## config.mk

```make
export PLATFORM = sky130hd
export DESIGN_NAME = word_blocklist_filter_top
export DESIGN_NICKNAME = d
export VERILOG_FILES = /design/src/rtl/core/wbf_pkg.sv /design/src/rtl/core/word_blocklist_filter_top.sv /design/src/rtl/core/wbf_datapath.sv /design/src/rtl/core/wbf_ctrl.sv
export SDC_FILE = /design/constraint.sdc
export NUM_CORES = 2
export LEC_CHECK = 0
export BUFFER_PORTS_ARGS = -buffer_cell sky130_fd_sc_hd__buf_4
export CAP_MARGIN = 10
export CORE_ASPECT_RATIO = 1.1
export CORE_MARGIN = 5
export CORE_UTILIZATION = 49
export DETAILED_ROUTE_END_ITERATION = 6
export PLACE_DENSITY_LB_ADDON = 0.08
export SLEW_MARGIN = 0
export SYNTH_ARGS = -nofsm -noshare
export SYNTH_HDL_FRONTEND = slang
export SYNTH_SLANG_ARGS = --single-unit
```

## constraint.sdc

```tcl
create_clock -name i_clk -period 2.9 [get_ports i_clk]
set_clock_uncertainty 0.05 [all_clocks]
set_input_delay 0.58 -clock i_clk [delete_from_list [all_inputs] [get_ports i_clk]]
set_output_delay 0.58 -clock i_clk [all_outputs]
set_load 0.02 [all_outputs]
```

## src/rtl/core/wbf_pkg.sv

```systemverilog
// Package for the word blocklist filter: sizes, beat structs, command codes,
// controller states and the control/status bundles between the two units.
// No dependencies.
package wbf_pkg;

    localparam int MAX_WORD      = 16;
    localparam int TABLE_ENTRIES = 16;

    localparam int WCNT_W  = $clog2(MAX_WORD + 1);
    localparam int WIDX_W  = $clog2(MAX_WORD);
    localparam int ENT_W   = (TABLE_ENTRIES > 1) ? $clog2(TABLE_ENTRIES) : 1;
    localparam int BADDR_W = (TABLE_ENTRIES * MAX_WORD > 1) ?
                             $clog2(TABLE_ENTRIES * MAX_WORD) : 1;
    localparam int LEN_W   = 5;

    localparam logic [7:0] UPPER_A = 8'd65;
    localparam logic [7:0] UPPER_Z = 8'd90;
    localparam logic [7:0] LOWER_A = 8'd97;
    localparam logic [7:0] LOWER_Z = 8'd122;

    typedef enum logic [1:0] {
        CMD_MSG     = 2'd0,
        CMD_EOM     = 2'd1,
        CMD_WR_CHAR = 2'd2,
        CMD_SET_LEN = 2'd3
    } t_cmd;

    typedef struct packed {
        t_cmd             command;
        logic [7:0]       data_byte;
        logic [3:0]       entry_index;
        logic [3:0]       char_position;
        logic [LEN_W-1:0] entry_length;
    } t_in_beat;

    typedef struct packed {
        logic [7:0] out_byte;
        logic       last;
    } t_out_beat;

    typedef enum logic [2:0] {
        ST_IDLE,
        ST_M_ENT,
        ST_M_RD,
        ST_M_CMP,
        ST_D_RD,
        ST_D_OUT,
        ST_BYTE
    } t_state;

    typedef struct packed {
        logic take;
        logic ent_inc;
        logic ci_inc;
        logic ci_clr;
        logic cnt_clr;
        logic load_word;
        logic load_byte;
    } t_ctl;

    typedef struct packed {
        logic in_valid;
        logic in_msg;
        logic in_eom;
        logic in_letter;
        logic passing;
        logic cnt_zero;
        logic cnt_full;
        logic len_hit;
        logic ent_last;
        logic ci_last;
        logic chars_eq;
        logic has_byte;
        logic slot_free;
    } t_sts;

    function automatic logic is_letter(input logic [7:0] b);
        return ((b >= UPPER_A) && (b <= UPPER_Z)) || ((b >= LOWER_A) && (b <= LOWER_Z));
    endfunction

endpackage

```

## src/rtl/core/word_blocklist_filter_top.sv

```systemverilog
// Channel   | dir | handshake                   | payload
// in        | in  | i_in_valid / o_in_stall     | i_in_beat  (wbf_pkg::t_in_beat)
// out       | out | o_out_valid / i_out_stall   | o_out_beat (wbf_pkg::t_out_beat)
// A beat is taken only while the controller is idle. Letters that are buffered and
// blocklist writes keep it idle. A flush skips entries of wrong length, compares
// the others character by character (registered read of both memories, then compare),
// then dumps a kept word character by character; a pending byte goes out last.
// Reset (synchronous, active low) clears the length table, word count, long-word
// flag, controller state and output valid.
// A stall on the output holds the result register; the sequencer waits in its
// emit states until the register frees up.
module word_blocklist_filter_top (
    input  logic               i_clk,
    input  logic               i_rst_n,
    input  logic               i_in_valid,
    output logic               o_in_stall,
    input  wbf_pkg::t_in_beat  i_in_beat,
    output logic               o_out_valid,
    input  logic               i_out_stall,
    output wbf_pkg::t_out_beat o_out_beat
);
    import wbf_pkg::*;

    t_ctl w_ctl;
    t_sts w_sts;
    logic w_busy;

    wbf_ctrl u_ctrl (
        .i_clk   (i_clk),
        .i_rst_n (i_rst_n),
        .i_sts   (w_sts),
        .o_ctl   (w_ctl),
        .o_busy  (w_busy)
    );

    wbf_datapath u_dp (
        .i_clk       (i_clk),
        .i_rst_n     (i_rst_n),
        .i_in_beat   (i_in_beat),
        .i_in_valid  (i_in_valid),
        .i_out_stall (i_out_stall),
        .i_ctl       (w_ctl),
        .o_sts       (w_sts),
        .o_out_valid (o_out_valid),
        .o_out_beat  (o_out_beat)
    );

    assign o_in_stall = w_busy;

endmodule

```

## src/rtl/core/wbf_datapath.sv

```systemverilog
// Datapath of the word filter: word buffer and blocklist memories, length
// table, scan counters, pending byte and the output register.
// Depends on wbf_pkg.
module wbf_datapath (
    input  logic              i_clk,
    input  logic              i_rst_n,
    input  wbf_pkg::t_in_beat i_in_beat,
    input  logic              i_in_valid,
    input  logic              i_out_stall,
    input  wbf_pkg::t_ctl     i_ctl,
    output wbf_pkg::t_sts     o_sts,
    output logic              o_out_valid,
    output wbf_pkg::t_out_beat o_out_beat
);
    import wbf_pkg::*;

    logic [7:0]       r_wmem [MAX_WORD];
    logic [7:0]       r_bmem [TABLE_ENTRIES * MAX_WORD];
    logic [LEN_W-1:0] r_lens [TABLE_ENTRIES];

    logic [WCNT_W-1:0] r_cnt;
    logic              r_passing;
    logic [ENT_W-1:0]  r_ent;
    logic [WIDX_W-1:0] r_ci;
    logic [7:0]        r_byte;
    logic              r_has_byte;
    logic [7:0]        r_wrd;
    logic [7:0]        r_brd;
    logic              r_out_valid;
    t_out_beat         r_out;

    logic              w_letter;
    logic              w_idx_ok;
    logic              w_pos_ok;
    logic [ENT_W-1:0]  w_widx;
    logic [WIDX_W-1:0] w_wpos;
    logic [BADDR_W-1:0] w_bwaddr;
    logic [BADDR_W-1:0] w_braddr;
    logic              w_ci_last;
    logic              w_slot;

    assign w_letter = is_letter(i_in_beat.data_byte);
    assign w_idx_ok = int'(i_in_beat.entry_index) < TABLE_ENTRIES;
    assign w_pos_ok = int'(i_in_beat.char_position) < MAX_WORD;
    assign w_widx   = ENT_W'(i_in_beat.entry_index);
    assign w_wpos   = WIDX_W'(i_in_beat.char_position);
    assign w_bwaddr = BADDR_W'(int'(w_widx) * MAX_WORD + int'(w_wpos));
    assign w_braddr = BADDR_W'(int'(r_ent) * MAX_WORD + int'(r_ci));
    assign w_ci_last = (WCNT_W'(r_ci) + WCNT_W'(1)) == r_cnt;
    assign w_slot   = !r_out_valid || !i_out_stall;

    always_comb begin
        o_sts.in_valid  = i_in_valid;
        o_sts.in_msg    = i_in_beat.command == CMD_MSG;
        o_sts.in_eom    = i_in_beat.command == CMD_EOM;
        o_sts.in_letter = w_letter;
        o_sts.passing   = r_passing;
        o_sts.cnt_zero  = r_cnt == '0;
        o_sts.cnt_full  = int'(r_cnt) == MAX_WORD;
        o_sts.len_hit   = int'(r_lens[r_ent]) == int'(r_cnt);
        o_sts.ent_last  = int'(r_ent) == TABLE_ENTRIES - 1;
        o_sts.ci_last   = w_ci_last;
        o_sts.chars_eq  = r_wrd == r_brd;
        o_sts.has_byte  = r_has_byte;
        o_sts.slot_free = w_slot;
    end

    // memories
    always_ff @(posedge i_clk) begin
        if (i_ctl.take && i_in_beat.command == CMD_MSG && w_letter && !r_passing &&
            int'(r_cnt) < MAX_WORD) begin
            r_wmem[WIDX_W'(r_cnt)] <= i_in_beat.data_byte;
        end
        if (i_ctl.take && i_in_beat.command == CMD_WR_CHAR && w_idx_ok && w_pos_ok) begin
            r_bmem[w_bwaddr] <= i_in_beat.data_byte;
        end
        r_wrd <= r_wmem[r_ci];
        r_brd <= r_bmem[w_braddr];
    end

    always_ff @(posedge i_clk) begin
        if (!i_rst_n) begin
            r_cnt       <= '0;
            r_passing   <= 1'b0;
            r_has_byte  <= 1'b0;
            r_out_valid <= 1'b0;
            for (int k = 0; k < TABLE_ENTRIES; k++) begin
                r_lens[k] <= '0;
            end
        end else begin
            if (i_ctl.take) begin
                // every message byte except a buffered letter leaves a byte to send
                r_has_byte <= (i_in_beat.command == CMD_MSG) &&
                              !(w_letter && !r_passing && int'(r_cnt) < MAX_WORD);
                unique case (i_in_beat.command)
                    CMD_MSG: begin
                        if (!w_letter) begin
                            r_passing <= 1'b0;
                        end else if (!r_passing) begin
                            if (int'(r_cnt) < MAX_WORD) begin
                                r_cnt <= r_cnt + WCNT_W'(1);
                            end else begin
                                r_passing <= 1'b1;
                            end
                        end
                    end
                    CMD_EOM: begin
                        r_passing <= 1'b0;
                    end
                    CMD_WR_CHAR: begin
                    end
                    CMD_SET_LEN: begin
                        if (w_idx_ok) begin
                            r_lens[w_widx] <= i_in_beat.entry_length;
                        end
                    end
                    default: begin
                    end
                endcase
            end
            if (i_ctl.cnt_clr) begin
                r_cnt <= '0;
            end
            if (i_ctl.load_word || i_ctl.load_byte) begin
                r_out_valid <= 1'b1;
            end else if (!i_out_stall) begin
                r_out_valid <= 1'b0;
            end
        end
    end

    always_ff @(posedge i_clk) begin
        if (i_ctl.take) begin
            r_byte <= i_in_beat.data_byte;
            r_ent  <= '0;
            r_ci   <= '0;
        end else begin
            if (i_ctl.ent_inc) begin
                r_ent <= r_ent + ENT_W'(1);
                r_ci  <= '0;
            end
            if (i_ctl.ci_clr) begin
                r_ci <= '0;
            end else if (i_ctl.ci_inc) begin
                r_ci <= r_ci + WIDX_W'(1);
            end
        end
        if (i_ctl.load_word) begin
            r_out.out_byte <= r_wrd;
            r_out.last     <= w_ci_last && !r_has_byte;
        end else if (i_ctl.load_byte) begin
            r_out.out_byte <= r_byte;
            r_out.last     <= 1'b1;
        end
    end

    assign o_out_valid = r_out_valid;
    assign o_out_beat  = r_out;

endmodule

```

## src/rtl/core/wbf_ctrl.sv

```systemverilog
// Controller of the word filter: sequences input take, blocklist scan,
// word dump and delimiter emission.
// Depends on wbf_pkg.
module wbf_ctrl (
    input  logic          i_clk,
    input  logic          i_rst_n,
    input  wbf_pkg::t_sts i_sts,
    output wbf_pkg::t_ctl o_ctl,
    output logic          o_busy
);
    import wbf_pkg::*;

    t_state r_state;
    t_state n_state;
    logic   w_take;

    assign w_take = (r_state == ST_IDLE) && i_sts.in_valid;
    assign o_busy = r_state != ST_IDLE;

    always_ff @(posedge i_clk) begin
        if (!i_rst_n) begin
            r_state <= ST_IDLE;
        end else begin
            r_state <= n_state;
        end
    end

    always_comb begin
        n_state = r_state;
        unique case (r_state)
            ST_IDLE: begin
                if (w_take) begin
                    if (i_sts.in_msg && i_sts.in_letter) begin
                        if (i_sts.passing) begin
                            n_state = ST_BYTE;
                        end else if (i_sts.cnt_full) begin
                            n_state = ST_D_RD;
                        end
                    end else if (i_sts.in_msg || i_sts.in_eom) begin
                        if (!i_sts.cnt_zero) begin
                            n_state = ST_M_ENT;
                        end else if (i_sts.in_msg) begin
                            n_state = ST_BYTE;
                        end
                    end
                end
            end
            ST_M_ENT: begin
                if (i_sts.len_hit) begin
                    n_state = ST_M_RD;
                end else if (i_sts.ent_last) begin
                    n_state = ST_D_RD;
                end
            end
            ST_M_RD: begin
                n_state = ST_M_CMP;
            end
            ST_M_CMP: begin
                if (i_sts.chars_eq) begin
                    if (i_sts.ci_last) begin
                        n_state = i_sts.has_byte ? ST_BYTE : ST_IDLE;
                    end else begin
                        n_state = ST_M_RD;
                    end
                end else if (i_sts.ent_last) begin
                    n_state = ST_D_RD;
                end else begin
                    n_state = ST_M_ENT;
                end
            end
            ST_D_RD: begin
                n_state = ST_D_OUT;
            end
            ST_D_OUT: begin
                if (i_sts.slot_free) begin
                    if (i_sts.ci_last) begin
                        n_state = i_sts.has_byte ? ST_BYTE : ST_IDLE;
                    end else begin
                        n_state = ST_D_RD;
                    end
                end
            end
            ST_BYTE: begin
                if (i_sts.slot_free) begin
                    n_state = ST_IDLE;
                end
            end
            default: n_state = ST_IDLE;
        endcase
    end

    always_comb begin
        o_ctl = '0;
        o_ctl.take = w_take;
        unique case (r_state)
            ST_IDLE: begin
            end
            ST_M_ENT: begin
                if (!i_sts.len_hit) begin
                    if (i_sts.ent_last) begin
                        o_ctl.ci_clr = 1'b1;
                    end else begin
                        o_ctl.ent_inc = 1'b1;
                    end
                end
            end
            ST_M_RD: begin
            end
            ST_M_CMP: begin
                if (i_sts.chars_eq) begin
                    if (i_sts.ci_last) begin
                        o_ctl.cnt_clr = 1'b1;
                    end else begin
                        o_ctl.ci_inc = 1'b1;
                    end
                end else if (i_sts.ent_last) begin
                    o_ctl.ci_clr = 1'b1;
                end else begin
                    o_ctl.ent_inc = 1'b1;
                end
            end
            ST_D_RD: begin
            end
            ST_D_OUT: begin
                if (i_sts.slot_free) begin
                    o_ctl.load_word = 1'b1;
                    if (i_sts.ci_last) begin
                        o_ctl.cnt_clr = 1'b1;
                    end else begin
                        o_ctl.ci_inc = 1'b1;
                    end
                end
            end
            ST_BYTE: begin
                o_ctl.load_byte = i_sts.slot_free;
            end
            default: begin
            end
        endcase
    end

endmodule

```

==> qor.csv <==
stage,metric,value,unit
run_status,outcome,finished with violations,
run_status,violated checks,setup timing,
sta,fin crit share,1.13,
global_route,met3 Usage GRT,0.0362,
setup_path,WP buf/inv,4,
synthesis,register bit total from synthesis,2312,
clock_network,clk root buf,clkbuf_16,
placement,routability cong.,0.808,
worst_hold_path,worst hold path class,in -> reg,
placement,DP HPWL,147,mm
die,Die Width,419,um
final_layout,Final nets,4835,
final_layout,Finished Layout Cells,7416,
placement,placed instance count,6925,
drt,routed vias,43400,
placement,port bufs,37,
sta,worst-case headroom to the max-slew limit,0.228,
global_route,largest net degree at the start of global routing,170,
setup_path,Max stage delay on crit path,0.55,ns
global_route,gr ovfl total,0,
die,standard-cell rows,165,
final_layout,Final Util,0.588,
global_route,GRT Overall Usage,0.238,
final_layout,Area Growth Syn to Fin,19.7,%
synthesis,Synth Instances,4007,
die,I/O pin total,38,
drt,Post-DRT Antenna Nets,0,
setup_path,R2R Setup Slk,-0.38,ns
power_and_ir_drop,Power per Cell Area,696,nW/um^2
drt,vias per cell,5.86,
clock_network,maximum clock path buffer count,3,
sta,Final Critical Period,3.28,ns
drt,drt wl/cell,30.5,um
global_route,met1 Use GR,0.330,
setup_path,Worst EP required,3.58,ns
setup_path,CP startpoint kind,flop,
die,total die area,192000,um^2
sta,final count of hold timing violations,0,
synthesis,yosys warns,0,
synthesis,"Avg Cell Area, Syn",22.4,um^2
drt,DR pass1 iterations,5,
synthesis,post-synth cell types,55,
power_and_ir_drop,static leakage,0.0340,uW
drt,residual DRC count,0,
clock_network,htree depth,4,
final_layout,"most common cell after layout, fill and taps aside",edfxtp_1,
setup_path,"critical path, cell by cell",buf_12 -> buf_12 -> buf_16 -> buf_16 -> mux4_2 -> mux4_2 -> mux4_2 -> a22oi_2 -> nand2_1,
sta,Setup-failing EPs final,9,
drt,initial DRC count,4147,
sta,unrepaired setup endpoints after global routing,true,
die,Core Footprint,183000,um^2
global_route,"Most Used Layer, Global Route",met2,
synthesis,ys flop type,edfxtp_1,
die,Die Y,459,um
sta,final worst setup slack,-0.377,ns
sta,Slew Limit Fails,0,
global_route,first-pass GRT wire length,327,mm
setup_path,critical path's top delay family,multiplexers,
setup_path,slowest CP cell,mux4_2,
synthesis,Post-Syn Area,89900,um^2
clock_network,CTS sink cnt,2312,
final_layout,"commonest cells after routing, fill and taps aside","edfxtp_1 (2273), mux4_2 (709), buf_4 (647)",
setup_path,WS Path Type,reg -> reg,
sta,Max Fclk,305,MHz
clock_network,clock latency on the worst-skew pair,0.86,ns
setup_path,Crit path top cell by count,mux4_2,
global_route,vias in the first global route,45300,
synthesis,"Async S/R FF share, synth",0,
final_layout,fraction of layout cells with a size suffix above 1,0.388,
clock_network,TritonCTS Buffers,228,
clock_network,CTS tree,done,
setup_path,CP arrival,3.96,ns
die,initial core utilization,0.491,
setup_path,Worst Path Max Fanout,20,
job,max_cap viols,0,
power_and_ir_drop,maximum vdd drop,0.000647,V
clock_network,Clock transition at path regs,0.06,ns
synthesis,"Seq/Total Area, Yosys",0.768,
sta,Slew @ Worst Pin,1.16,ns
synthesis,"EDFF count, synth",2273,
setup_path,Setup crit end kind,flop,
global_route,met2 Usage GRT,0.404,
global_route,antenna violations before repair,11,
drt,WL final,226,mm
synthesis,Synth Net Count,4040,
[flip-flops by register name, summed over array words and instances, names as in the netlist, named ones only]
| register | flops |
|---|---|
| u_dp.r_bmem | 2048 |
| u_dp.r_wmem | 128 |
| u_dp.r_lens | 80 |
| u_dp.o_out_beat | 9 |
| u_dp.r_brd | 8 |
| u_dp.r_byte | 8 |
| u_dp.r_wrd | 8 |
| u_dp.r_cnt | 5 |
| u_dp.r_ci | 4 |
| u_dp.r_ent | 4 |
| u_ctrl.r_state | 3 |
| u_dp.o_out_valid | 1 |
| u_dp.r_has_byte | 1 |
| u_dp.r_passing | 1 |
[per-stage QoR]
step	total power, uW	hold WS [ns]	setup slack, ns	setup TNS [ns]	instance area [um^2]
floorplan	41700	0.430	-0.0486	-7.08	90000
CTS	75500	0.0797	-0.386	-2.81	107000
detailed placement	45000	0.473	-0.702	-4.99	98800
finish	74900	0.189	-0.377	-2.59	108000
global placement	45000	0.453	-0.695	-4.89	98800
global route	77300	0.162	-0.394	-3.37	108000
[Yosys cell counts, types with 3 or more instances]
| master | n | share of area |
|---|---|---|
| dfxtp_1 | 39 | 0.0087 |
| nand3_1 | 14 | 0.00078 |
| o211ai_1 | 3 | 0.00025 |
| nand2b_1 | 7 | 0.00049 |
| o22ai_1 | 5 | 0.00035 |
| mux2_2 | 22 | 0.0028 |
| a221oi_1 | 3 | 0.00029 |
| buf_2 | 61 | 0.0034 |
| or3_1 | 3 | 0.00021 |
| a211oi_1 | 7 | 0.00058 |
| buf_1 | 25 | 0.0010 |
| and3_1 | 6 | 0.00042 |
| mux2i_1 | 46 | 0.0051 |
| o21ai_0 | 30 | 0.0017 |
| a221o_1 | 5 | 0.00056 |
| a22oi_1 | 6 | 0.00050 |
| nor2_1 | 383 | 0.016 |
| ha_1 | 6 | 0.00083 |
| buf_6 | 3 | 0.00038 |
| nor2b_1 | 20 | 0.0014 |
| xor2_1 | 6 | 0.00058 |
| a31oi_1 | 3 | 0.00021 |
| nand4_1 | 6 | 0.00042 |
| clkbuf_1 | 146 | 0.0061 |
| nor3_1 | 6 | 0.00033 |
| xnor2_1 | 18 | 0.0018 |
| inv_1 | 8 | 0.00033 |
| nand2_1 | 70 | 0.0029 |
| edfxtp_1 | 2273 | 0.76 |
| a21oi_1 | 25 | 0.0014 |
| and2_1 | 3 | 0.00021 |
| buf_4 | 8 | 0.00067 |
| mux4_2 | 709 | 0.18 |
[area by class of cell]
cell class,count,area (um^2)
inverters,9,38.8
clock inverters,143,1570
diodes,3,7.51
fillers,13200,75400
well taps,2421,3030
repair buffers,808,7830
flip-flops and latches,2312,69100
multi-input cells,1443,20100
clock buffers,277,6040
[kinds of logic (layout without fill, tap and decap cells)]
family	after synthesis	count (layout)	synth area share
AOI/OAI and AO/OA	106	106	0.00758
xor gates and xnor gates	24	24	0.00234
adders and majority gates	6	6	0.000835
buffers and inverters	252	1237	0.0119
DFF	2312	2312	0.768
muxes	777	777	0.185
other	0	3	0
and+or+nand+nor	530	530	0.0243
[report_power, final]
| part | internal, uW | switching [uW] |
|---|---|---|
| logic | 4050 | 3790 |
| clock network | 17500 | 12400 |
| registers | 36900 | 238 |
| total | 58500 | 16500 |
[path summary, 6_finish.rpt]
path / cells past startpoint / to / startpoint
worst max register to register: 9 / u_dp.r_brd[6] / u_dp.r_ci[0]
worst min register to register: 2 / u_dp.r_passing / u_dp.r_passing
worst min-delay path: 1 / u_dp.r_bmem[184][5] / i_in_beat[18]
worst max-delay path: 9 / u_dp.r_brd[6] / u_dp.r_ci[0]
[metal layers]
metal  vias up  routed length (um)
li1      18400                   -
met1     23500               93800
met2      1205              116000
met3       286               11900
met4         2                4890
met5         -                  13
[timing repair]
item                                    4_1_cts  5_1_grt
cloned                                        5        0
hold buffers                                  5        0
gates resized for setup                      88       39
pin swaps                                    16       13
endpoints found under the setup margin       18       40
endpoints found under the hold margin        10        0
setup buffers                                49       14
(Power assumes the default switching activity.)
